$ cat src/rtl/sqg_pkg.sv
`timescale 1ns / 1ps
// Shared widths, register codes and types of the single-qubit gate update unit.
// No dependencies; every other file uses this package.
package sqg_pkg;

  localparam int ADDR_W         = 20;
  localparam int IDX_W          = 19;
  localparam int AMP_W          = 32;
  localparam int GATE_W         = 64;
  localparam int TGT_W          = 5;
  localparam int CFG_IDX_W      = 3;
  localparam int FRAC_BITS      = 30;
  localparam int NUM_QUBITS_DEF = 20;

  localparam logic [GATE_W-1:0] GATE_ONE  = 64'h4000_0000_0000_0000;
  localparam logic [GATE_W-1:0] GATE_ZERO = 64'h0;

  typedef enum logic [CFG_IDX_W-1:0] {
    CFG_TARGET = 3'd0,
    CFG_UL     = 3'd1,
    CFG_UR     = 3'd2,
    CFG_LL     = 3'd3,
    CFG_LR     = 3'd4
  } cfg_idx_t;

  typedef struct packed {
    logic [TGT_W-1:0]  target;
    logic [GATE_W-1:0] ul;
    logic [GATE_W-1:0] ur;
    logic [GATE_W-1:0] ll;
    logic [GATE_W-1:0] lr;
  } sqg_cfg_t;

  typedef struct packed {
    logic signed [AMP_W-1:0] x0r;
    logic signed [AMP_W-1:0] x0i;
    logic signed [AMP_W-1:0] x1r;
    logic signed [AMP_W-1:0] x1i;
  } sqg_amp_t;

  // Load enables of the arithmetic stages.
  typedef struct packed {
    logic s2;
    logic s3;
    logic s4;
  } sqg_en_t;

endpackage

$ cat src/rtl/sqg_cfg_regs.sv
`timescale 1ns / 1ps
// Configuration register file: target qubit and the four gate matrix entries.
// Depends on sqg_pkg.
module sqg_cfg_regs (
  input  logic                          clk,
  input  logic                          rst_n,
  input  logic                          cfg_we,
  input  logic [sqg_pkg::CFG_IDX_W-1:0] cfg_index,
  input  logic [sqg_pkg::GATE_W-1:0]    cfg_wdata,
  output sqg_pkg::sqg_cfg_t             cfg
);
  import sqg_pkg::*;

  sqg_cfg_t cfg_r;
  sqg_cfg_t cfg_nxt;

  always_comb begin
    cfg_nxt = cfg_r;
    if (cfg_we) begin
      unique case (cfg_index)
        CFG_TARGET: cfg_nxt.target = cfg_wdata[TGT_W-1:0];
        CFG_UL:     cfg_nxt.ul     = cfg_wdata;
        CFG_UR:     cfg_nxt.ur     = cfg_wdata;
        CFG_LL:     cfg_nxt.ll     = cfg_wdata;
        CFG_LR:     cfg_nxt.lr     = cfg_wdata;
        default:    cfg_nxt        = cfg_r; // drop writes beyond the list
      endcase
    end
  end

  always_ff @(posedge clk) begin
    if (!rst_n) begin
      cfg_r.target <= '0;
      cfg_r.ul     <= GATE_ONE;
      cfg_r.ur     <= GATE_ZERO;
      cfg_r.ll     <= GATE_ZERO;
      cfg_r.lr     <= GATE_ONE;
    end else begin
      cfg_r <= cfg_nxt;
    end
  end

  assign cfg = cfg_r;

endmodule

$ cat config.mk
export PLATFORM = sky130hd
export DESIGN_NAME = sqg_cfg_regs
export DESIGN_NICKNAME = d
export VERILOG_FILES = /design/src/rtl/sqg_pkg.sv /design/src/rtl/sqg_cfg_regs.sv
export SDC_FILE = /design/constraint.sdc
export NUM_CORES = 1
export LEC_CHECK = 0
export ABC_AREA = 0
export BUFFER_PORTS_ARGS = -buffer_cell sky130_fd_sc_hd__buf_2
export CORE_AREA = 2 2 182 184
export CTS_BUF_LIST = sky130_fd_sc_hd__clkbuf_2
export DETAILED_ROUTE_END_ITERATION = 12
export DIE_AREA = 0 0 184 186
export SKIP_LAST_GASP = 1
export SYNTH_ARGS = -nofsm -noshare
export SYNTH_HDL_FRONTEND = slang
export SYNTH_SLANG_ARGS = --single-unit
$ cat constraint.sdc
create_clock -name clk -period 3.28 [get_ports clk]
set_clock_uncertainty 0.2 [all_clocks]
set_input_delay 0.492 -clock clk [delete_from_list [all_inputs] [get_ports clk]]
set_output_delay 0.492 -clock clk [all_outputs]
set_load 0.005 [all_outputs]
Word-level counts from Yosys, hierarchy flattened
Index checks and enable logic that the tools add are counted.

Register bits after elaboration: 261. Input port bits: 70. Output and inout port bits: 261.

Eq/ne operators: 4. Reduce and logical (&&, ||, !) cells: 6.

Operators by type and width (count): AND reduction 2 bit (5); equality test 3 x 2 -> 1 bit (second input constant) (2); equality test 3 x 1 -> 1 bit (second input constant) (1); equality test 3 bit (second input constant) (1); logical NOT 3 bit (1).

Depth between registers and ports, before layout
Depth after elaboration: 2. Depth in mapped cells: 5. Gate-level depth less buffers: 2.

Worst setup path before layout
Ideal clock, no wire load.

Kind: input port to flip-flop. Start point: input cfg_index[2] (netlist bit). End point: register cfg_r (netlist bit cfg[229]). Setup time: 0.072 ns. Arrival: 1.327 ns. Data required time: 3.008 ns. Setup slack: 1.681 ns. Stages on the path: 5. Buffers on the path: 3. Cells stage by stage: and4bb_1 buf_6 buf_6 buf_6 mux2i_1.

Longest elaborated chain between the ends: 2.

Ends and longest elaborated chain: from (decl) (RTL line sqg_cfg_regs.sv:8) `input logic [sqg_pkg::CFG_IDX_W-1:0] cfg_index,`; equality test 3 x 1 -> 1 bit (RTL line sqg_cfg_regs.sv:20) `unique case (cfg_index)`; AND reduction 2 bit (no line); to (signal assigned) (RTL line sqg_cfg_regs.sv:39) `cfg_r <= cfg_nxt;`; to (decl) (RTL line sqg_cfg_regs.sv:14) `sqg_cfg_t cfg_r;`.

Every way passes these cells. A chain may end at the register's enable or synchronous reset.

==> impl_metrics.tcl <==
set metrics [dict create \
    hold_violations 0 \
    drive_above_1_share 0.334 \
    die_h_um 186 \
    seqPwrFrac 0.541 \
    setup_violations 0 \
    worst_pin_slew_ns 0.825 \
    relSlewSlack 0.449 \
    fin_nets 1411 \
    grt_pass1_vias 7982 \
    grt_pass1_wl_mm 42.7 \
    period_share 0.729 \
    synth_cell_types 12 \
    num_rows 66 \
    final_core_util 0.399 \
    syn_inst 920 \
    whs_path_depth 3 \
    dp.final_hpwl_mm 18.8 \
    grt_max_degree 78 \
    drt_wl_total_mm 28.2 \
    place_area_mm2 0.0116 \
    final-max-slew-violation-count 0 \
    fill_cells 3293 \
    largest_register_ffs 261 \
    power_frac_comb 0.080 \
    drt_pass1_iterations 4 \
    r2r-end "cfg[41]" \
    critPathMaxFanout 77 \
    postCtsHoldBufs 67 \
    rsz0062_at_grt "no" \
    netSwitchingFraction 0.263 \
    area_delta_synth_final_pct 35.2 \
    path_class "input pin to flip-flop" \
    outcome "finished clean" \
    arrival_ns 2.92 \
    gp_congestion 0.755 \
    power.total_mw 6.05 \
    hold_start "cfg_index[0]" \
    endpoint_kind "flip-flop" \
    reg2reg_slack_ns 1.92 \
    wire_per_inst_um 15.7 \
    syn_avg_cell_area_um2 10.3 \
    cts.sinks 261 \
    design_area_mm2 0.0129 \
    p_clk_frac 0.379 \
    clk_pin_slew_ns 0.09 \
    syn_area_mm2 0.00952 \
    internal_power_mw 4.46 \
    antenna_found_initial 1 \
    ctsHtreeMaxLevel 3 \
    clock_latency_ns 0.74 \
    place_ws_ns 0.839 \
    setup_ws_ns 0.890 \
    grt_usage 0.158 \
    start_util 0.296 \
    route.detailed.drc 0 \
    vias 7968 \
    cts_inserted_buffers 71 \
    leakagePower_nw 7.12 \
    cts-resized-gates 0 \
    tritoncts "built" \
    p_sw_mw 1.59 \
    final_antenna_net_count 0 \
    power_density_mw_per_mm2 470 \
    irDropWorstVdd_mv 0.270 \
    fin_tns_setup_ns 0 \
    ctsLongestPathBuffers 3 \
    critPathLaunchType "input pin" \
    post_cts_buffers 0 \
    root_buffer "clkbuf_2" \
    num_io_pins 331 \
    core_mm2 0.0322 \
    io_buffers 330 \
    ys_seq_area_frac 0.549 \
    ys_ff_latch 261 \
    worstReg2RegStart "cfg[41]" \
    die_w_um 184 \
    worstPathRequired_ns 3.81 \
    die-area_mm2 0.0342 \
    worstHoldPathType "input pin to flip-flop" \
    layout_min_cycle_time_ns 2.39 \
    min_to "cfg[233]" \
    r2r.worst_path.cells 3 \
    drt-vias-per-instance 4.45 \
    drtIter0Drc 186 \
    yosysWarnings 0 \
    max_freq_mhz 418 \
    maxCapViolCount 0 \
    grt_overflow 0 \
    syn_nets 990 \
]
layer usage:
| layer | vias to the layer above | share of wire | GRT usage |
|---|---|---|---|
| li1 | 3898 | - | - |
| met5 | - | 0 | 0 |
| met4 | 0 | 0.030 | 0.0733 |
| met1 | 3745 | 0.41 | 0.177 |
| met3 | 60 | 0.072 | 0.0556 |
| met2 | 265 | 0.48 | 0.271 |
cells in the mapped netlist:
cell	number	share of area
dfxtp_1	261	0.55
buf_6	4	0.0047
and4bb_1	1	0.0013
buf_2	22	0.012
buf_4	21	0.017
nand2_1	323	0.13
nand4bb_1	3	0.0035
mux2i_1	261	0.27
nand4b_1	1	0.00092
nor2b_1	3	0.0020
clkbuf_1	19	0.0075
or4b_1	1	0.0011
per-stage QoR:
| stage | instances | hold WS, ns |
|---|---|---|
| 2_1_floorplan | 920 | 0.251 |
| 3_3_place_gp | 1609 | 0.239 |
| 3_5_place_dp | 1609 | 0.245 |
| 4_1_cts | 1789 | 0.0189 |
| 5_1_grt | 1790 | 0.000925 |
| 6_report | 1790 | 0.144 |
power groups by stage:
stage               clock network (mW)  logic [mW]  registers [mW]
finish                            2.29       0.486            3.27
global route                      2.58       0.529            3.28
CTS                               2.42       0.490            3.27
detailed placement                   0       0.428            3.34
global placement                     0       0.422            3.34
floorplan                            0       0.222            3.35
how the worst max path moves through the flow:
stage / from / endpoint
after detailed placement: cfg_index[1] / cfg[37]
after floorplan: cfg_index[2] / cfg[229]
after CTS: rst_n / cfg[41]
after global placement: cfg_index[1] / cfg[4]
after global routing: rst_n / cfg[41]
final: rst_n / cfg[41]
area by class of cell:
class                           count  area, µm²  area share
Sequential cell                   261       5230       0.406
Multi-Input combinational cell    593       3950       0.307
Timing Repair Buffer              414       2560       0.199
Clock buffer                      106        531      0.0412
Tap cell                          408        510      0.0397
Clock inverter                      7       90.1     0.00700
Antenna cell                        1       2.50    0.000195
cell families after synthesis:
group	Yosys count	share of synthesized area
buf+inv	66	0.0404
simple gates	332	0.136
flops	261	0.549
mux	261	0.274
cell usage in the layout, fill, tap and decap left out, drive strengths merged:
cell / count
buf: 347
nor2b: 3
nand4b: 1
dfxtp: 261
or4b: 1
bufinv: 2
diode: 1
and4bb: 1
clkbuf: 106
dlygate4sd3: 67
nand2: 323
nand4bb: 3
mux2i: 261
clkinv: 5
worst max-delay path, cell delays in order:
cell and delay, ns:
dlygate4sd3_1 0.57, buf_8 0.42, nand2_1 0.09, dlygate4sd3_1 0.62, mux2i_1 0.12, dlygate4sd3_1 0.57
Note: power is estimated with default switching activity, not from simulation.
