==> config.mk <==
export PLATFORM = sky130hd
export DESIGN_NAME = sqg_addr_gen
export DESIGN_NICKNAME = d
export VERILOG_FILES = /design/src/rtl/sqg_pkg.sv /design/src/rtl/sqg_addr_gen.sv
export SDC_FILE = /design/constraint.sdc
export NUM_CORES = 1
export LEC_CHECK = 0
export ABC_AREA = 1
export BUFFER_PORTS_ARGS = -buffer_cell sky130_fd_sc_hd__buf_2
export CAP_MARGIN = 40
export CORE_ASPECT_RATIO = 0.7
export CORE_MARGIN = 1
export CORE_UTILIZATION = 48
export DETAILED_ROUTE_END_ITERATION = 8
export PLACE_DENSITY_LB_ADDON = 0.1
export SYNTH_ARGS = -nofsm -noshare
export SYNTH_HDL_FRONTEND = slang
export SYNTH_SLANG_ARGS = --single-unit
export TNS_END_PERCENT = 30
==> constraint.sdc <==
create_clock -name vclk -period 5.7
set_clock_uncertainty 0.05 [all_clocks]
set_input_delay 1.14 -clock vclk [all_inputs]
set_output_delay 1.14 -clock vclk [all_outputs]
set_load 0.01 [all_outputs]
==> src/rtl/sqg_pkg.sv <==
`timescale 1ns / 1ps
// Shared widths, register codes and types of the single-qubit gate update unit.
// No dependencies; every other file uses this package.
package sqg_pkg;

  localparam int ADDR_W         = 20;
  localparam int IDX_W          = 19;
  localparam int AMP_W          = 32;
  localparam int GATE_W         = 64;
  localparam int TGT_W          = 5;
  localparam int CFG_IDX_W      = 3;
  localparam int FRAC_BITS      = 30;
  localparam int NUM_QUBITS_DEF = 20;

  localparam logic [GATE_W-1:0] GATE_ONE  = 64'h4000_0000_0000_0000;
  localparam logic [GATE_W-1:0] GATE_ZERO = 64'h0;

  typedef enum logic [CFG_IDX_W-1:0] {
    CFG_TARGET = 3'd0,
    CFG_UL     = 3'd1,
    CFG_UR     = 3'd2,
    CFG_LL     = 3'd3,
    CFG_LR     = 3'd4
  } cfg_idx_t;

  typedef struct packed {
    logic [TGT_W-1:0]  target;
    logic [GATE_W-1:0] ul;
    logic [GATE_W-1:0] ur;
    logic [GATE_W-1:0] ll;
    logic [GATE_W-1:0] lr;
  } sqg_cfg_t;

  typedef struct packed {
    logic signed [AMP_W-1:0] x0r;
    logic signed [AMP_W-1:0] x0i;
    logic signed [AMP_W-1:0] x1r;
    logic signed [AMP_W-1:0] x1i;
  } sqg_amp_t;

  // Load enables of the arithmetic stages.
  typedef struct packed {
    logic s2;
    logic s3;
    logic s4;
  } sqg_en_t;

endpackage

==> src/rtl/sqg_addr_gen.sv <==
`timescale 1ns / 1ps
// Address generator: inserts a zero bit at the target position of the pair index.
// Depends on sqg_pkg.
module sqg_addr_gen #(
  parameter int NUM_QUBITS = sqg_pkg::NUM_QUBITS_DEF
) (
  input  logic [sqg_pkg::IDX_W-1:0]  pair_index,
  input  logic [sqg_pkg::TGT_W-1:0]  target,
  output logic [sqg_pkg::ADDR_W-1:0] zero_address,
  output logic [sqg_pkg::ADDR_W-1:0] one_address
);
  import sqg_pkg::*;

  localparam int AW = (NUM_QUBITS > ADDR_W) ? NUM_QUBITS : ADDR_W;
  localparam logic [AW-1:0] IDX_MASK = AW'((64'd1 << (NUM_QUBITS - 1)) - 64'd1);
  localparam logic [TGT_W:0] TGT_LIM = (TGT_W + 1)'(NUM_QUBITS);
  localparam logic [TGT_W:0] TGT_MAX = (TGT_W + 1)'(NUM_QUBITS - 1);

  logic [TGT_W:0] tq;
  logic [AW-1:0]  idx;
  logic [AW-1:0]  bit_sel;
  logic [AW-1:0]  low_mask;
  logic [AW-1:0]  a0;

  always_comb begin
    // Clamp an out-of-range target to the top qubit.
    tq       = ({1'b0, target} >= TGT_LIM) ? TGT_MAX : {1'b0, target};
    idx      = AW'(pair_index) & IDX_MASK;
    bit_sel  = AW'(1) << tq;
    low_mask = bit_sel - AW'(1);
    a0       = (idx & low_mask) | ((idx & ~low_mask) << 1);
  end

  assign zero_address = a0[ADDR_W-1:0];
  assign one_address  = a0[ADDR_W-1:0] | bit_sel[ADDR_W-1:0];

endmodule

* Word level (Yosys, flattened, before mapping)
Cells that the tools add are included.
Cells by class: add/subtract/negate cells 1, magnitude comparators 1, shifts and indexed selects 1, multiplexer cells 1, bitwise operators 5
Operators by type and width (count):
- 20-bit bitwise OR | 2
- 19-bit by 20-bit AND with 20-bit output | 1
- 1-bit by 5-bit left shift with 20-bit output (first input constant) | 1
- 20-bit by 1-bit subtractor with 20-bit output (second input constant) | 1
- 19-bit AND | 1
- 19-bit inverter | 1
- 5-bit >= comparator (second input constant) | 1
- 5-bit 2-to-1 mux | 1
Word-level totals: register bits 0, input bits 24, word-level logic and storage cells 9

* Longest topological paths before layout
Gate-level depths: netlist of the first run.
depth after elaboration 8, mapped depth 14, mapped depth without buffers 13

* Worst setup path before layout of the first run
OpenSTA, ideal clock, no wires.
path kind input-to-output, start in target[1] (netlist bit), end out one_address[11] (netlist bit), arrival time 2708 ps, data required time 4510 ps, setup slack 1802 ps, cell stages on the path 14, buffers on the path 1, cell sequence buf_2 inv_2 nand4_2 nor2_1 inv_2 ha_1 nand2_1 inv_2 nand2_1 nor2_1 xnor2_1 inv_1 nand2_1 nand3_1
On the way: word-level cells in the longest chain between the ends 8, elaborated cells on any way between the ends 9, classes of those cells add/sub (1); order compare (1); shift (1); mux (1); bitwise (5)
RTL lines:
- from (decl) | line sqg_addr_gen.sv:8 | input logic [sqg_pkg::TGT_W-1:0] target,
- 5-bit >= comparator | line sqg_addr_gen.sv:27 | tq = ({1'b0, target} >= TGT_LIM) ? TGT_MAX : {1'b0, target};
- 5-bit 2-to-1 mux (*) | line sqg_addr_gen.sv:27
- 1-bit by 5-bit left shift with 20-bit output (*) | line sqg_addr_gen.sv:29 | bit_sel = AW'(1) << tq;
- 20-bit by 1-bit subtractor with 20-bit output | line sqg_addr_gen.sv:30 | low_mask = bit_sel - AW'(1);
- 19-bit inverter | line sqg_addr_gen.sv:31 | a0 = (idx & low_mask) | ((idx & ~low_mask) << 1);
- 19-bit AND | line sqg_addr_gen.sv:31
- 20-bit bitwise OR | line sqg_addr_gen.sv:31
- 20-bit bitwise OR (*) | line sqg_addr_gen.sv:35 | assign one_address = a0[ADDR_W-1:0] | bit_sel[ADDR_W-1:0];
- to (decl) | line sqg_addr_gen.sv:10 | output logic [sqg_pkg::ADDR_W-1:0] one_address
Mark *: on every way between the ends. The rest lies on a longest branch, timed or not.

* Final worst setup path of the first run
start in target[2] (netlist bit), end out one_address[11] (netlist bit)
Same word-level chain as after synthesis.

==> results of run 1 <==
-- power groups by stage --
| stage | clock, µW | combinational (µW) | sequential (µW) |
|---|---|---|---|
| floorplan | 0 | 82.3 | 0 |
| global placement | 0 | 125 | 0 |
| detailed placement | 0 | 126 | 0 |
| CTS | 0 | 127 | 0 |
| global route | 0 | 141 | 0 |
| finish | 0 | 127 | 0 |
-- synthesized netlist by cell type --
cell      instances  area, µm²
o221ai_1          4      35.03
buf_2             4      20.02
nand2_4           1      11.26
nand3_2           2      20.02
xor2_1            5      43.79
nand3b_1          1      7.510
nand3_1          15      75.07
nor2_1           18      67.56
o22ai_2           1      12.51
o21ai_1           2      10.01
o21ai_4           1      16.27
xnor2_1           5      43.79
nor2_4            1      11.26
nand4_2           3      37.54
inv_1            29      108.9
or2_1             2      12.51
nand4_1          13      81.33
inv_2             8      30.03
buf_6             2      22.52
o21ai_2           1      8.760
nand2_1          44      165.2
ha_1              1      12.51
nor3_4            1      16.27
o21ai_0           4      20.02
inv_4             1      6.260
o211ai_1          5      37.54
o22ai_1           5      31.28
-- per-stage QoR --
step           setup slack [ps]  cells  cell area, µm²  total power, µW  hold WS, ps
5_1_grt                    1134    259            1270            140.9         2562
6_report                   1350    259            1270            127.5         2531
3_5_place_dp               1392    259            1270            126.5         2533
4_1_cts                    1373    259            1270            127.2         2534
3_3_place_gp               1496    259            1270            125.0         2524
2_1_floorplan              1802    179           964.7            82.30         2348
-- metal layers --
layer  vias to the layer above  GRT usage
met2                        72     0.4367
met1                       613     0.3454
li1                        711          -
met4                         0          0
met5                         -          0
met3                         4   0.006601
-- final timing paths --
path / end / cells after the start
setup / recovery: one_address[11] / 15
hold / removal: zero_address[18] / 4
-- cell type report --
type | count | area (µm²) | area share
Tap cell | 22 | 27.53 | 0.02167
Timing Repair Buffer | 64 | 320.3 | 0.2522
Inverter | 38 | 145.1 | 0.1143
Multi-Input combinational cell | 135 | 777.0 | 0.6118
-- kinds of logic after synthesis --
family	count (synthesis)	synth area share
buf+inv	44	0.1946
compound gates	23	0.1777
fa+ha+maj	1	0.01297
xor+xnor	10	0.09079
simple gates	101	0.5240
==> results, run 1 <==
- The run finished with clean final reports.
- In the detailed route, the total length drawn on met2 is around 1300 µm.
- The portion of total power attributed to sequential cells is 0.
- The core region is 1871 µm².
- For the pin with the worst max-slew slack, the measured transition is between 400 and 500 ps.
- After routing, the total negative slack on setup checks comes to 0 ps.
- In the global route stage, overall resource usage came out at 0.2422.
- The final global-route overflow total is 0.
- Dividing the detail-routed wire length by the instance count gives 11.05 µm.
- The ratio of total power to cell area is 100.4 nW/µm².
- The post-route DRC violation count is 0.
- The critical path starts at target[2].
- Along the worst path, the maximum fanout reaches 14.
- In the routed layout, each cell is associated on average with a via count of 5.405.
- The synthesis-to-layout area growth is 31.65%.
- The die area is around 2200 µm².
- The summed instance area of the synthesized netlist is 964.7 µm².
- The total of fill cells in the finished design is 191.
- Of the total power, the share spent switching nets is 0.6077.
- The max-capacitance violation count is 0.
- The count of cells resized by post-cts repair is 0.
- The total half-perimeter wirelength after legalization and detailed placement is roughly 2400 µm.
- The synthesized instance count is ~180.
- The repair_antennas step left the layout with diodes totalling 0.
- In this design, the largest share of critical-path delay is due to simple AND/OR/NAND/NOR gates.
- The highest metal layer carrying signal wires in the routed design is met4.
- The hold path startpoint is pair_index[18].
- The initial core utilization is 0.5157.
- The post-route fraction of the period consumed by the critical path is 0.7632.
- The first global-routing pass estimated 4305 µm of wire.
- The initial antenna violation count is 0.
- The floorplan step set the die width to 55.58 µm.
- The count of buffering cells on the critical path with inverters included is 6.
- The via count of the first global-routing pass is ~990.
- The final number of max-transition violations is 0.
- The cell-internal power is roughly 50 µW.
- The clock group share of total power is 0.
- The layout has 0 clock buffers.
- The count of sequential standard cells is 0.
- Setup repair after global routing left no endpoint under its margin.
- The total leakage power is roughly 0.00078 µW.
- The maximum achievable frequency is approximately 230 MHz.
- The post-synthesis area per instance is roughly 5.4 µm².
- Setup violations remaining at the end of the flow were counted as 0.
- The slowest stage of the critical path is the inv_2 cell.
- The stage delay of the slowest cell on the critical path is ~230 ps.
- The routability congestion estimate is between 0.9 and 1.
- The sort of element at the end of the critical path is a primary output.
- The sequential-to-total area share from yosys stat is 0.
- The library cell used most frequently in the layout, excluding fill and tap cells, is buf_2.
- The routed design uses 237 µm of met3 wire.
- The met1 wire length is ~1300 µm.
- In the layout the commonest cells are 64 x buf_2, 44 x nand2_1, 29 x inv_1.
- Measured against its own limit, the worst slew margin works out to 0.7240.
- The final route contains 1400 vias.
- The number of nets in the synthesized netlist is 204.
- The share of total power in combinational logic is 1.000.
- The length of the first detailed-routing pass in iterations is 6.
- The antenna violation net count after detailed routing is 0.
- At the worst endpoint, the required time is approximately 4500 ps.
- The count of hold buffers inserted by post-cts repair is 0.
- The final hold violation count is 0.
- At the end of the flow, the number of nets in the layout was about 260.
- The kind of start point of the critical path is an input pin.
- For this design the total switching power over the nets is ~77 µW.
- The type of the setup path with the least slack is in -> out.
- For this run, the number of Yosys warnings is 0.
- The final wirelength is ~2900 µm.
- Data arrives at the worst endpoint at ~3200 ps.
- The vertical extent of the die is between 30 and 40 µm.
- The minimum period implied by the final worst setup slack is 4350 ps.
- Entering global routing, the biggest net connects 18 pins.
- At the end of the flow the core is filled with cells to 0.6789.
- Input and output buffers added on the ports amount to 64.
- VDD sags by at most 0.06687 mV.
- The worst min-delay path category is in -> out.
- Walking the worst path, the cells encountered are buf_2 > inv_2 > nand4_2 > nor2_1 > inv_2 > ha_1 > nand2_1 > inv_2 > nand2_1 > nor2_1 > xnor2_1 > inv_1 > nand2_1 > nand3_1 > buf_2.
- The post-CTS setup-driven buffer insertion count is 0.
- In this run, distinct cell masters in the synthesized netlist total 27.
- 64 I/O pins were placed.
- In the final layout, the share of cells above drive strength 1 is 0.3544.
- In this run the core area contains 13 standard-cell rows.
- The detailed router finished its first iteration with between 80 and 90 violations.
- The footprint of the flip-flops and latches is 0 µm².
Power figures use the tool's default switching activity.
==> inputs of run 2 (changes only) <==
--- a/config.mk
+++ b/config.mk
@@ -5,12 +5,12 @@
 export SDC_FILE = /design/constraint.sdc
 export NUM_CORES = 1
 export LEC_CHECK = 0
-export ABC_AREA = 1
+export ABC_AREA = 0
 export BUFFER_PORTS_ARGS = -buffer_cell sky130_fd_sc_hd__buf_2
 export CAP_MARGIN = 40
 export CORE_ASPECT_RATIO = 0.7
 export CORE_MARGIN = 1
-export CORE_UTILIZATION = 48
+export CORE_UTILIZATION = 42
 export DETAILED_ROUTE_END_ITERATION = 8
 export PLACE_DENSITY_LB_ADDON = 0.1
 export SYNTH_ARGS = -nofsm -noshare
==> constraint.sdc (replaced) <==
create_clock -name vclk -period 3.6
set_clock_uncertainty 0.05 [all_clocks]
set_input_delay 0.72 -clock vclk [all_inputs]
set_output_delay 0.72 -clock vclk [all_outputs]
set_load 0.01 [all_outputs]
==> results, run 2 <==
- The flow ran to the end, and the final reports show no timing, DRC or antenna violations.
- Sequential cells placed in the final layout were counted as 0.
- In this run the core area contains 14 standard-cell rows.
- The minimum period implied by the final worst setup slack is roughly 3400 ps.
- 64 I/O pins were placed.
- Setup violations remaining at the end of the flow were counted as 0.
- The post-route core utilization is 0.6203.
- The critical path goes through buf_2 > nor3_2 > nand2_1 > ha_1 > buf_4 > nor3_1 > o2111ai_1 > a32o_1 > o21bai_1 > buf_2.
- For this block, the initial DRC count from the detailed router was 114.
- The post-synthesis area per instance is between 6 and 7 µm².
- By instance count, the cell type seen most on the critical path is buf_2.
- The critical path is of the in -> out type.
- The count of hold buffers inserted by post-cts repair is 0.
- The count of nets left with antenna violations once routing finished came out at 0.
- The quantity of I/O buffers inserted on ports is 64.
- The worst hold path stage count is 3.
- Derived from the worst setup path, the maximum achievable clock frequency is between 200 and 300 MHz.
- The portion of synthesized cell area occupied by the leading cell type is 0.06674.
- Setup total negative slack on the finished layout was measured at 0 ps.
- Dividing the detail-routed via count by the number of cells gives 5.904.
- The count of cells resized by post-cts repair is 0.
- The initial antenna violation count is 0.
- The final number of max-transition violations is 0.
- In the layout the commonest cells are 64 x buf_2, 19 x nand2_1, 12 x inv_1.
- The via count of the first global-routing pass was ~1300.
- Dividing total power by cell area gives a power density of ~150 nW/µm².
- nand2_1 is the most common cell in the netlist.
- In the synthesized netlist, the cells that appear most often are 19 x nand2_1, 12 x inv_1, 9 x o21ai_0.
- Post-CTS timing repair inserted 0 buffers for setup.
- The net count reported at finish is between 200 and 250.
- The number of distinct library cell variants in the gate-level netlist after synthesis is 53.
- By area the synthesized netlist is led by nand2_1 6.7%, buf_4 4.9%, o21ai_0 4.2%.
- The kind of start point of the critical path is an input pin.
- The clock buffer count in the final layout is 0.
- On the worst path, the slowest cell contributes a delay of 310 ps.
- The routed layout has roughly 1500 vias.
- The data required time of the worst path is about 2800 ps.
- At the pin with the least slew margin, the transition time is between 300 and 400 ps.
- The final hold violation count is 0.
- The most common library cell in the layout ignoring fill and taps is buf_2.
- Across every metal layer, demand over resource in global routing totals 0.2627.
- The post-route fraction of the period consumed by the critical path is 0.9412.
- Headroom to the max-slew limit came out at 0.7466.
- The cell with the largest stage delay on the worst path is a32o_1.
- Across the whole layout, storage elements account for 0 µm².
- The wire-length estimate of the detail-placed layout is approximately 2900 µm.
- Setup repair after global routing left no endpoint under its margin.
- The first detailed-routing pass took 5 iterations.
- The worst hold path belongs to the class in -> out.
- Entering global routing, the biggest net connects 28 pins.
- The signal arrival time at the worst endpoint is around 2600 ps.
- The initial utilization of the core area, before any placement, comes to 0.4692.
- The total area of multi-input combinational cells is between 900 and 1000 µm².
- The sort of element at the end of the critical path is a primary output.
- The total core area is between 2000 and 2500 µm².
- In this run the cell area of the synthesized design comes to between 1000 and 1500 µm².
- The floorplan step set the die height to 44.20 µm.
- The sequential-to-total area share from yosys stat is 0.
- The die covers between 2000 and 3000 µm².
- For this run the aggregate overflow at the end of global routing stands at 0.
- The repair_antennas step left the layout with diodes totalling 0.
- The number of nets in the synthesized netlist is between 150 and 200.
- Along the worst path, the maximum fanout reaches 21.
- The Yosys step of the flow raised 0 warnings.
- The final wirelength is ~3700 µm.
- After filler insertion, the fill cell instance count of the layout stands at roughly 230.
- Of the cells placed in the final design, the portion with a size suffix greater than 1 is 0.4201.
- For this design the static power due to leakage is approximately 0.00070 µW.
- Measured along the x axis, the die boundary spans roughly 62 µm.
- The synthesis-to-layout area growth is 32.20%.
- The post-route DRC violation count is 0.
- The routability congestion estimate is 0.9161.
- Summed over all instances, the cell type with the most area after synthesis is nand2_1.
- The synthesized instance count is 160.
- The wire length of the first global-routing pass is around 5900 µm.
- The mean routed wirelength per cell is roughly 15 µm.
- The worst-case IR drop observed on VDD is roughly 0.11 mV.
- The tool flagged a number of max-cap violations equal to 0.
-- run 2: cell count changes in the layout (fill, tap and decap cells not counted), sizes merged, moves of 6 or more --
| cell | change |
|---|---|
| nand3 | -10 |
| nand2b | +6 |
| buf | +9 |
| nand2 | -26 |
| a21o | +6 |
| nand4 | -16 |
| nor2 | -10 |
| inv | -26 |
-- run 2: critical path, delay by kind of cell --
kind,cells,cell delay (ps)
buf+inv,3,450
compound gates,3,650
fa+ha+maj,1,200
simple gates,3,580
-- run 2: logic make-up after synthesis --
| family | Yosys count | synth area share |
|---|---|---|
| mux | 2 | 0.01991 |
| simple gates | 63 | 0.3337 |
| buf+inv | 26 | 0.1206 |
| compound gates | 67 | 0.5059 |
| xor+xnor | 1 | 0.008198 |
| fa+ha+maj | 1 | 0.01171 |
-- run 2: metal layers --
metal / GRT usage / vias to the layer above / wire length [µm]
li1: - / 730 / -
met1: 0.3659 / 685 / 1682
met2: 0.4879 / 67 / 1773
met3: 0.007732 / 0 / 253
met4: 0 / 0 / 0
met5: 0 / - / 0
-- run 2: layout make-up --
class / instances / share of cell area
inverters: 12 / 0.03189
multi-input cells: 134 / 0.6652
well taps: 32 / 0.02834
repair buffers: 73 / 0.2746
-- run 2: path summary, 6_finish.rpt --
check  slack (ps)           start         endpoint
max           210       target[1]  one_address[15]
min          1710  pair_index[12]  one_address[12]
-- run 2: report_power, final --
part,total (µW),internal (µW),switching [µW]
sequential,0,0,0
clock,0,0,0
combinational,207,89.3,118
-- run 2: per-stage QoR --
stage / area (µm²) / total power, µW / worst slack, ps / std cells / hold WS (ps)
2_1_floorplan: 1069 / 130.7 / 192.1 / 160 / 1477
4_1_cts: 1413 / 206.0 / 233.2 / 251 / 1708
5_1_grt: 1413 / 224.6 / 103.2 / 251 / 1723
6_report: 1413 / 207.1 / 211.7 / 251 / 1706
3_3_place_gp: 1413 / 201.7 / 313.6 / 251 / 1696
3_5_place_dp: 1413 / 205.3 / 242.2 / 251 / 1704
==> inputs of run 3 (changes only) <==
--- a/config.mk
+++ b/config.mk
@@ -10,7 +10,7 @@
 export CAP_MARGIN = 40
 export CORE_ASPECT_RATIO = 0.7
 export CORE_MARGIN = 1
-export CORE_UTILIZATION = 42
+export CORE_UTILIZATION = 50
 export DETAILED_ROUTE_END_ITERATION = 8
 export PLACE_DENSITY_LB_ADDON = 0.1
 export SYNTH_ARGS = -nofsm -noshare
==> constraint.sdc (replaced) <==
create_clock -name vclk -period 4.15
set_clock_uncertainty 0.05 [all_clocks]
set_input_delay 0.83 -clock vclk [all_inputs]
set_output_delay 0.83 -clock vclk [all_outputs]
set_load 0.01 [all_outputs]
==> results, run 3 (synthesized netlist as in run 2, its figures left out) <==
- The final hold violation count was 0.
- In this run the worst hold path is classified as in -> out.
- Entering global routing, the biggest net connects 26 pins.
- The count of endpoints failing setup in the final report is 0.
- The total negative slack for setup checks is 0 ps.
- The initial core utilization is 0.5520.
- Of the cells placed in the final design, the portion with a size suffix greater than 1 is 0.4174.
- The vertical extent of the die is approximately 40 µm.
- The worst relative slew slack is 0.5850.
- In this run the worst path has a maximum fanout of 17.
- After global routing the overflow that remains totals 0.
- The post-route DRC violation count is 4.
- Once placement completed, the tool counted placed cells totaling 240.
- The total leakage power is 0.0006966 µW.
- In this run the post-CTS setup repair buffer count came out at 0.
- Port buffering added 64 buffers.
- The sort of element at the end of the critical path is a primary output.
- The worst setup path is launched from an input pin.
- Dividing total power by cell area gives a power density of ~130 nW/µm².
- After clock tree synthesis, the flow added hold-fix buffers numbering 0.
- The die covers 2329 µm².
- Leaving out fill and tap cells, the most frequent cells in the layout are 64 x buf_2, 19 x nand2_1, 12 x inv_1.
- The mean routed wirelength per cell is between 15 and 20 µm.
- At the pin with the least slew margin, the transition time is around 620 ps.
- The overall via count from detail_route is about 1500.
- For this run, the total global-route usage over all layers was measured as 0.3123.
- For this block, the initial DRC count from the detailed router was roughly 120.
- The library cell used most frequently in the layout, excluding fill and tap cells, is buf_2.
- After the flow finishes, the layout carries non-filler instances totaling 240.
- The final reports fail on DRC.
- The via density per instance is around 6.2.
- The wire length of the first global-routing pass is approximately 5600 µm.
- The total of fill cells in the finished design is around 160.
- The footprint of the flip-flops and latches is 0 µm².
- The max-capacitance violation count is 0.
- The final wirelength is around 3600 µm.
- The I/O pin count is 64.
- The worst hold slack after final layout is 1915 ps.
- The net count reported at finish is 245.
- The floorplan has 13 rows.
- Measured along the x axis, the die boundary spans roughly 57 µm.
- The count of sequential standard cells is 0.
- 0 antenna diodes ended up in the layout.
- Setup repair after global routing left no endpoint under its margin.
- The maximum achievable frequency is about 260 MHz.
- The final number of max-transition violations was 0.
- Once detail routing completed, the nets flagged for antenna violations numbered 0.
- The via count of the first global-routing pass was ~1200.
- The total core area is 1936 µm².
- Of the available clock period, the critical path in the final layout requires 0.9448.
- Routability-driven placement finished with a final weighted congestion of about 0.95.
- The flow ran to the end, but the final reports show violations.
- Gates resized during post-CTS repair numbered 0.
- IR analysis of the VDD net gives a maximum drop of roughly 0.080 mV.
- The length of the first detailed-routing pass in iterations is 6.
- The clock buffer count in the final layout is 0.
- The type of the setup path with the least slack is in -> out.
- STA puts the critical path data arrival time at 3040 ps.
- Relative to the synthesized area, the layout overhead comes to 30.33%.
- The total half-perimeter wirelength after legalization and detailed placement is approximately 2900 µm.
- The initial antenna violation count was 0.
- For the worst setup path, the data required time is about 3300 ps.
- The smallest clock period supported by the final layout is computed as 3921 ps.
## run 3: cell types whose count changed in the layout (fill, tap and decap cells not counted), sizes merged
cell | before | now
buf | 73 | 72
## run 3: final cells by class
type | instances | area (µm²) | area share
multi-input combinational | 134 | 939.7 | 0.6748
timing repair buffer | 72 | 380.4 | 0.2731
inverter | 12 | 45.04 | 0.03234
tap | 22 | 27.53 | 0.01977
## run 3: path summary, 6_finish.rpt
kind                     startpoint              end  slack, ps  depth (start not counted)
worst max-delay path      target[1]  one_address[17]        230                         10
worst min-delay path  pair_index[0]   one_address[0]       1920                          4
## run 3: layer usage
layer	vias to the layer above	global-route usage	wire, µm
li1	729	-	-
met1	656	0.4249	1494
met2	96	0.5294	1689
met3	8	0.04416	366
met4	0	0.08537	59
met5	-	0	0
## run 3: per-stage QoR
| stage | total power, µW | setup WS [ps] | area [µm²] | utilization |
|---|---|---|---|---|
| after floorplan | 113.4 | 522.1 | 1069 | - |
| after global placement | 172.9 | 376.4 | 1393 | 0.7195 |
| after detailed placement | 177.0 | 276.8 | 1393 | 0.7195 |
| after CTS | 177.6 | 267.9 | 1393 | 0.7195 |
| after global routing | 196.6 | 56.49 | 1393 | 0.7195 |
| final | 179.0 | 229.0 | 1393 | 0.7195 |
## run 3: critical path, cell delays in order
cell	delay (ps)
buf_2	110
nor3_2	290
nand2_1	190
ha_1	440
buf_4	260
nor2_1	180
and3_1	250
nor3_2	70
a221o_1	280
buf_2	140
## run 3: report_power, final
part	switching (µW)	internal [µW]	leakage, µW
Combinational	102	77.1	0.000697
Clock	0	0	0
Sequential	0	0	0
Total	102	77.1	0.000697
